[config.mk]
export PLATFORM = sky130hd
export DESIGN_NAME = rit_scan
export DESIGN_NICKNAME = d
export VERILOG_FILES = /design/src/design/rit_pkg.sv /design/src/design/rit_scan.sv
export SDC_FILE = /design/constraint.sdc
export NUM_CORES = 1
export LEC_CHECK = 0
export BUFFER_PORTS_ARGS = -buffer_cell sky130_fd_sc_hd__buf_4
export CAP_MARGIN = 20
export CORE_AREA = 2 2 78 80
export CTS_CLUSTER_DIAMETER = 200
export CTS_CLUSTER_SIZE = 14
export DETAILED_ROUTE_END_ITERATION = 8
export DIE_AREA = 0 0 80 82
export GPL_ROUTABILITY_DRIVEN = 0
export PLACE_DENSITY = 0.81
export SLEW_MARGIN = 40
export SYNTH_ARGS = -nofsm -noshare
export SYNTH_HDL_FRONTEND = slang
export SYNTH_SLANG_ARGS = --single-unit
[constraint.sdc]
create_clock -name clk -period 3.37 [get_ports clk]
set_clock_uncertainty 0.15 [all_clocks]
set_input_delay 0.337 -clock clk [delete_from_list [all_inputs] [get_ports clk]]
set_output_delay 0.337 -clock clk [all_outputs]
set_load 0.01 [all_outputs]
[src/design/rit_pkg.sv]
// package for the reference-counted identity table
// holds field widths, opcodes, status codes, default sizes and the scan control structs
// no dependencies
`timescale 1ns / 1ps

package rit_pkg;

	localparam int TABLE_DEPTH_DEF    = 64;
	localparam int REFERENCE_BITS_DEF = 16;

	localparam int OP_W     = 2;
	localparam int MOUNT_W  = 8;
	localparam int NUMBER_W = 64;
	localparam int SLOT_W   = 6;
	localparam int STATUS_W = 3;
	localparam int COUNT_W  = 16;
	localparam int HELD_W   = 7;
	localparam int TOTAL_W  = 32;

	typedef enum logic [OP_W-1:0] {
		OP_ACQUIRE = 2'd0,
		OP_HOLD    = 2'd1,
		OP_RELEASE = 2'd2,
		OP_UNUSED  = 2'd3
	} op_t;

	typedef enum logic [STATUS_W-1:0] {
		STS_HIT        = 3'd0,
		STS_ALLOCATED  = 3'd1,
		STS_NO_FREE    = 3'd2,
		STS_READ_FAIL  = 3'd3,
		STS_STILL_HELD = 3'd4,
		STS_FREED      = 3'd5,
		STS_REFUSED    = 3'd6,
		STS_HELD       = 3'd7
	} status_t;

	typedef struct packed {
		logic clear;
		logic eval;
	} scan_ctl_t;

	typedef struct packed {
		logic hit;
		logic have_free;
	} scan_stat_t;

endpackage

[src/design/rit_scan.sv]
// key compare unit, used once per slot while an acquire walks the table
// remembers the first matching valid slot and the lowest free slot
// depends on rit_pkg for key widths and the control structs
`timescale 1ns / 1ps

module rit_scan #(
	parameter int TABLE_DEPTH    = rit_pkg::TABLE_DEPTH_DEF,
	parameter int REFERENCE_BITS = rit_pkg::REFERENCE_BITS_DEF
) (
	input  logic                                clk,
	input  logic                                arst_n,
	input  rit_pkg::scan_ctl_t                  ctl,
	input  logic [$clog2(TABLE_DEPTH)-1:0]      eval_addr,
	input  logic                                row_valid,
	input  logic [rit_pkg::MOUNT_W-1:0]         row_mount,
	input  logic [rit_pkg::NUMBER_W-1:0]        row_number,
	input  logic [REFERENCE_BITS-1:0]           row_refs,
	input  logic [rit_pkg::MOUNT_W-1:0]         key_mount,
	input  logic [rit_pkg::NUMBER_W-1:0]        key_number,
	output rit_pkg::scan_stat_t                 stat,
	output logic [$clog2(TABLE_DEPTH)-1:0]      hit_addr,
	output logic [$clog2(TABLE_DEPTH)-1:0]      free_addr,
	output logic [REFERENCE_BITS-1:0]           hit_refs
);

	localparam int AW = $clog2(TABLE_DEPTH);

	logic                hit_q;
	logic                have_free_q;
	logic [AW-1:0]       hit_addr_q;
	logic [AW-1:0]       free_addr_q;
	logic [REFERENCE_BITS-1:0] hit_refs_q;
	logic                match;

	assign match = row_valid && (row_mount == key_mount) && (row_number == key_number);

	always_ff @(posedge clk or negedge arst_n) begin
		if (!arst_n) begin
			hit_q       <= 1'b0;
			have_free_q <= 1'b0;
		end else if (ctl.clear) begin
			hit_q       <= 1'b0;
			have_free_q <= 1'b0;
		end else if (ctl.eval && !hit_q) begin
			if (match) begin
				hit_q <= 1'b1;
			end else if (!row_valid) begin
				have_free_q <= 1'b1;
			end
		end
	end

	always_ff @(posedge clk) begin
		if (ctl.eval && !ctl.clear && !hit_q) begin
			if (match) begin
				hit_addr_q <= eval_addr;
				hit_refs_q <= row_refs;
			end else if (!row_valid && !have_free_q) begin
				free_addr_q <= eval_addr;
			end
		end
	end

	assign stat.hit       = hit_q;
	assign stat.have_free = have_free_q;
	assign hit_addr       = hit_addr_q;
	assign free_addr      = free_addr_q;
	assign hit_refs       = hit_refs_q;

endmodule

== After elaboration in Yosys (flattened, before gate mapping) ==
Cells that the tools add are included.

* Output and inout bits: 30
* Bits in writable memories: 0
* Memory bits (read-only): 0
* Input bits: 171
* Register bits: 30
* Logic and storage cells: 33
* Latch bits: 0
* Memories kept: 0

* $add $sub $neg: 0
* Reductions and logical operators: 16
* Div/mod/pow operators: 0
* Multipliers: 0
* Multiplexer cells: 7
* Shift operators: 0
* Bitwise operators: 1
* Equal/unequal tests: 4
* $lt $le $gt $ge: 0

{| class="wikitable"
|+ Operator list
! cell !! count
|-
| 64-bit equality test || 1
|-
| 8-bit equality test || 1
|-
| 1-bit 2-to-1 mux || 7
|-
| 1-bit logical AND || 6
|-
| 3-bit AND reduction || 2
|-
| 1-bit logical NOT || 4
|-
| 2-bit inequality test, second input constant || 2
|-
| 2-bit AND reduction || 2
|-
| 2-bit nonzero test || 2
|-
| 1-bit inverter || 1
|}

== Logic depth before layout (Yosys ltp) ==
* Word-level depth: 6
* Depth in mapped cells: 5
* Depth with buffers taken out: 5

== Worst setup path before layout ==
No wires, ideal clock.

* Path kind: register -> register
* Start point: register hit_q
* End point: register hit_addr_q[0], in the netlist hit_addr[0], enable pin
* Stages on the path, launching flop included: 5
* Required time: 2.839 ns
* Clock period less this slack: 2.331 ns
* Data arrival time: 1.801 ns
* Library setup time: 0.381 ns
* Buffers on the path: 0
* Path slack: 1.039 ns
* Cell sequence: dfrtp_1 or3b_1 nor4_1 and4_1 and3_1

* Longest elaborated chain between the ends: 3

{| class="wikitable"
|+ RTL lines
! element !! line !! RTL
|-
| start, declared || rit_scan.sv:28 || <nowiki>logic hit_q;</nowiki>
|-
| start signal, assigned || rit_scan.sv:39 || <nowiki>hit_q <= 1'b0;</nowiki>
|-
| start signal, assigned || rit_scan.sv:42 || <nowiki>hit_q <= 1'b0;</nowiki>
|-
| start signal, assigned || rit_scan.sv:46 || <nowiki>hit_q <= 1'b1;</nowiki>
|-
| 1-bit logical NOT || rit_scan.sv:54 || <nowiki>if (ctl.eval && !ctl.clear && !hit_q) begin</nowiki>
|-
| 1-bit logical AND || rit_scan.sv:54 ||
|-
| 2-bit AND reduction (no line) || -- ||
|-
| end signal, assigned || rit_scan.sv:56 || <nowiki>hit_addr_q <= eval_addr;</nowiki>
|-
| end, declared || rit_scan.sv:30 || <nowiki>logic [AW-1:0] hit_addr_q;</nowiki>
|}

Every way passes these cells.
A chain may end at the register's enable or synchronous reset.

== Worst setup path in the final report ==
* Start point: register hit_q
* End point: register hit_refs_q[1], in the netlist hit_refs[1], enable pin

* Longest elaborated chain between the ends: 3

{| class="wikitable"
|+ RTL lines
! element !! line !! RTL
|-
| 1-bit logical NOT || rit_scan.sv:54 ||
|-
| 1-bit logical AND || rit_scan.sv:54 ||
|-
| 2-bit AND reduction (no line) || -- ||
|-
| end signal, assigned || rit_scan.sv:57 || <nowiki>hit_refs_q <= row_refs;</nowiki>
|-
| end, declared || rit_scan.sv:32 || <nowiki>logic [REFERENCE_BITS-1:0] hit_refs_q;</nowiki>
|}

Every way passes these cells.

==> results.json <==
{
  "antenna_found_initial": 0,
  "grt_usage_pct": 18.8,
  "synth_fp_nets": 318,
  "p_switching_mw": 0.201,
  "grt_pass1_vias": 2072,
  "synthFlopType": "edfxtp_1",
  "wire_per_inst_um": 15.0,
  "fin_tns_setup_ns": 0,
  "slowest_stage": "dfrtp_1",
  "crit_fanout": 22,
  "synth_edf_count": 28,
  "p_clk_share_pct": 27.7,
  "seq_area_sq_um": 891,
  "synth_top_area_cell": "edfxtp_1",
  "met1_length_um": 1930,
  "drive_above_1_share_pct": 59.2,
  "via_per_inst": 4.51,
  "routed.top_layer": "met4",
  "fp.dieH_um": 82,
  "hold_buffers": 1,
  "htreeDepth": 2,
  "crit_family": "simple AND/OR/NAND/NOR gates",
  "period_needed_ns": 2.29,
  "met3_length_um": 649,
  "synth.area.top_cells": "edfxtp_1 47%, xnor2_1 20%, xor2_1 10%",
  "tightest_slew_ns": 0.778,
  "area_growth_syn_to_layout_pct": 93.9,
  "p_leak_nw": 1.58,
  "cts.sinks": 30,
  "dr_wl_met2_um": 3810,
  "cp_data_arrival_time_ns": 2.09,
  "cts_setup_buffers": 0,
  "cp_num_buf_inv": 1,
  "clk_pin_slew_ns": 0.06,
  "ios": 201,
  "power_frac_comb_pct": 28.2,
  "ant_nets": 0,
  "avgSynthCellArea_sq_um": 12.2,
  "post_cts_resized": 0,
  "clk_latency_ns": 0.27,
  "min_path_type": "in2reg",
  "rows": 28,
  "fillerInstances": 469,
  "setup_violations": 0,
  "multi_input_area_sq_um": 848,
  "cp-end-kind": "register",
  "vdd_drop_max_mv": 0.180,
  "power_density_nw_per_um2": 269,
  "n_antenna_cell": 0,
  "yosys_warnings": 0,
  "dieWidth_um": 80,
  "cts-root-buf": "clkbuf_8",
  "io_buffers": 200,
  "hold_ws_ns": 0.0876,
  "die_area_sq_um": 6560,
  "synth.top_cell.area_share_pct": 47.0,
  "drtIter0Drc": 40,
  "power.total_mw": 0.933,
  "clockBufferDepth": 2,
  "grt_max_degree": 23,
  "final_max_slew_viol_count": 0,
  "num_vias": 1939,
  "period_share_pct": 68.1,
  "power_frac_seq_pct": 44.1,
  "sw_frac_of_total_pct": 21.5,
  "worstPathRequired_ns": 3.17,
  "core_sq_um": 5750,
  "startpoint_type": "register",
  "netlist_area_sq_um": 1790,
  "cts_tree": "yes",
  "synthArstFlopShare_pct": 6.67,
  "syn_inst": 147,
  "route.detailed.drc": 0,
  "final_hold_viol_count": 0,
  "ys_seq_elements": 30,
  "power.internal_mw": 0.732,
  "seq_area_frac_synth_pct": 49.8,
  "cp_cell_sequence": "or3b_1 -> nor4_1 -> and4_1 -> and3_1 -> buf_4",
  "gr-total-overflow": 0,
  "grt_pass1_wl_um": 9210,
  "synth.distinct_cells": 27,
  "finalNetCount": 525,
  "fmax_mhz": 436,
  "drt_first_pass_iters": 4,
  "relSlewSlack_pct": 47.8,
  "status": "finished, final reports clean",
  "synth_commonest_cells": "40 x xnor2_1, 28 x edfxtp_1, 21 x xor2_1",
  "finalWirelength_um": 6430,
  "cts_made_buffers": 5,
  "worstSetupPathType": "reg2reg",
  "slowest_delay_ns": 0.40,
  "synth.most_common_cell": "xnor2_1",
  "cap_violations": 0,
  "rsz0062_at_grt": "no",
  "initial_core_util_pct": 31.1
}
layout make-up:
cell class / count / share of cell area, %
repair buffers: 202 / 43.8
clock buffers: 6 / 2.09
clock inverters: 2 / 0.253
multi-input cells: 106 / 24.5
well taps: 75 / 2.71
flip-flops and latches: 30 / 25.7
inverters: 9 / 0.974
power groups by stage:
stage          Combinational, mW  Clock (mW)  Sequential (mW)
4_1_cts                    0.266       0.267            0.412
2_1_floorplan             0.0788           0            0.420
3_3_place_gp               0.258           0            0.419
3_5_place_dp               0.265           0            0.420
5_1_grt                    0.285       0.284            0.412
6_report                   0.263       0.258            0.412
worst paths after layout:
path                                to  cells after the start  slack, ns         from
hold reg to reg            have_free_q                      2       0.44  have_free_q
hold / removal             hit_refs[5]                      1       0.09  row_refs[5]
min in group asynchronous        hit_q                      2       0.26       arst_n
setup reg to reg           hit_refs[1]                      5       1.08        hit_q
max in group asynchronous  have_free_q                      2       2.72       arst_n
setup / recovery           hit_refs[1]                      5       1.08        hit_q
per-layer routing:
metal / up-vias / GRT usage [%]
met2: 116 / 40.7
met5: - / 0
li1: 945 / -
met3: 4 / 5.38
met1: 874 / 16.3
met4: 0 / 4.92
worst reg2reg max path, stage by stage, from the launching register on:
cell and delay (ns):
dfrtp_1 0.40, or3b_1 0.39, nor4_1 0.33, and4_1 0.26, and3_1 0.15, buf_4 0.28
layout by cell type, fill, tap and decap left out, drive strengths merged:
| master | instances |
|---|---|
| inv | 9 |
| nor2b | 3 |
| and4 | 2 |
| o2bb2ai | 1 |
| and3 | 1 |
| nor2 | 3 |
| xor2 | 21 |
| a31o | 1 |
| o22ai | 1 |
| o221ai | 2 |
| edfxtp | 28 |
| nand2b | 2 |
| nor3 | 1 |
| or3b | 1 |
| dlygate4sd3 | 1 |
| o2111ai | 1 |
| dfrtp | 2 |
| clkinv | 2 |
| o21ai | 1 |
| and2b | 1 |
| nand4 | 10 |
| nor4 | 8 |
| xnor2 | 40 |
| a2111oi | 3 |
| a22o | 2 |
| buf | 201 |
| nor3b | 1 |
| clkbuf | 6 |
per-stage QoR:
step / util, % / area, sq um / setup WS, ns / instances
floorplan: - / 1790 / 1.04 / 147
global placement: 58.8 / 3380 / 0.935 / 421
detailed placement: 58.8 / 3380 / 0.931 / 421
CTS: 60.3 / 3470 / 1.08 / 430
global route: 60.3 / 3470 / 0.956 / 430
finish: 60.3 / 3470 / 1.08 / 430
cells by family (layout without fill, tap and decap cells):
family / Yosys count / after routing / share of synthesized area [%]
compound gates: 12 / 12 / 5.53
xor+xnor: 61 / 61 / 29.9
buf+inv: 11 / 219 / 2.73
flops: 30 / 30 / 49.8
simple gates: 33 / 33 / 12.0
sequential cells by signal, indices dropped and copies added, names as in the netlist:
register and count:
hit_q 1, hit_addr 6, have_free_q 1, hit_refs 16, free_addr 6
Note: power is estimated with default switching activity, not from simulation.
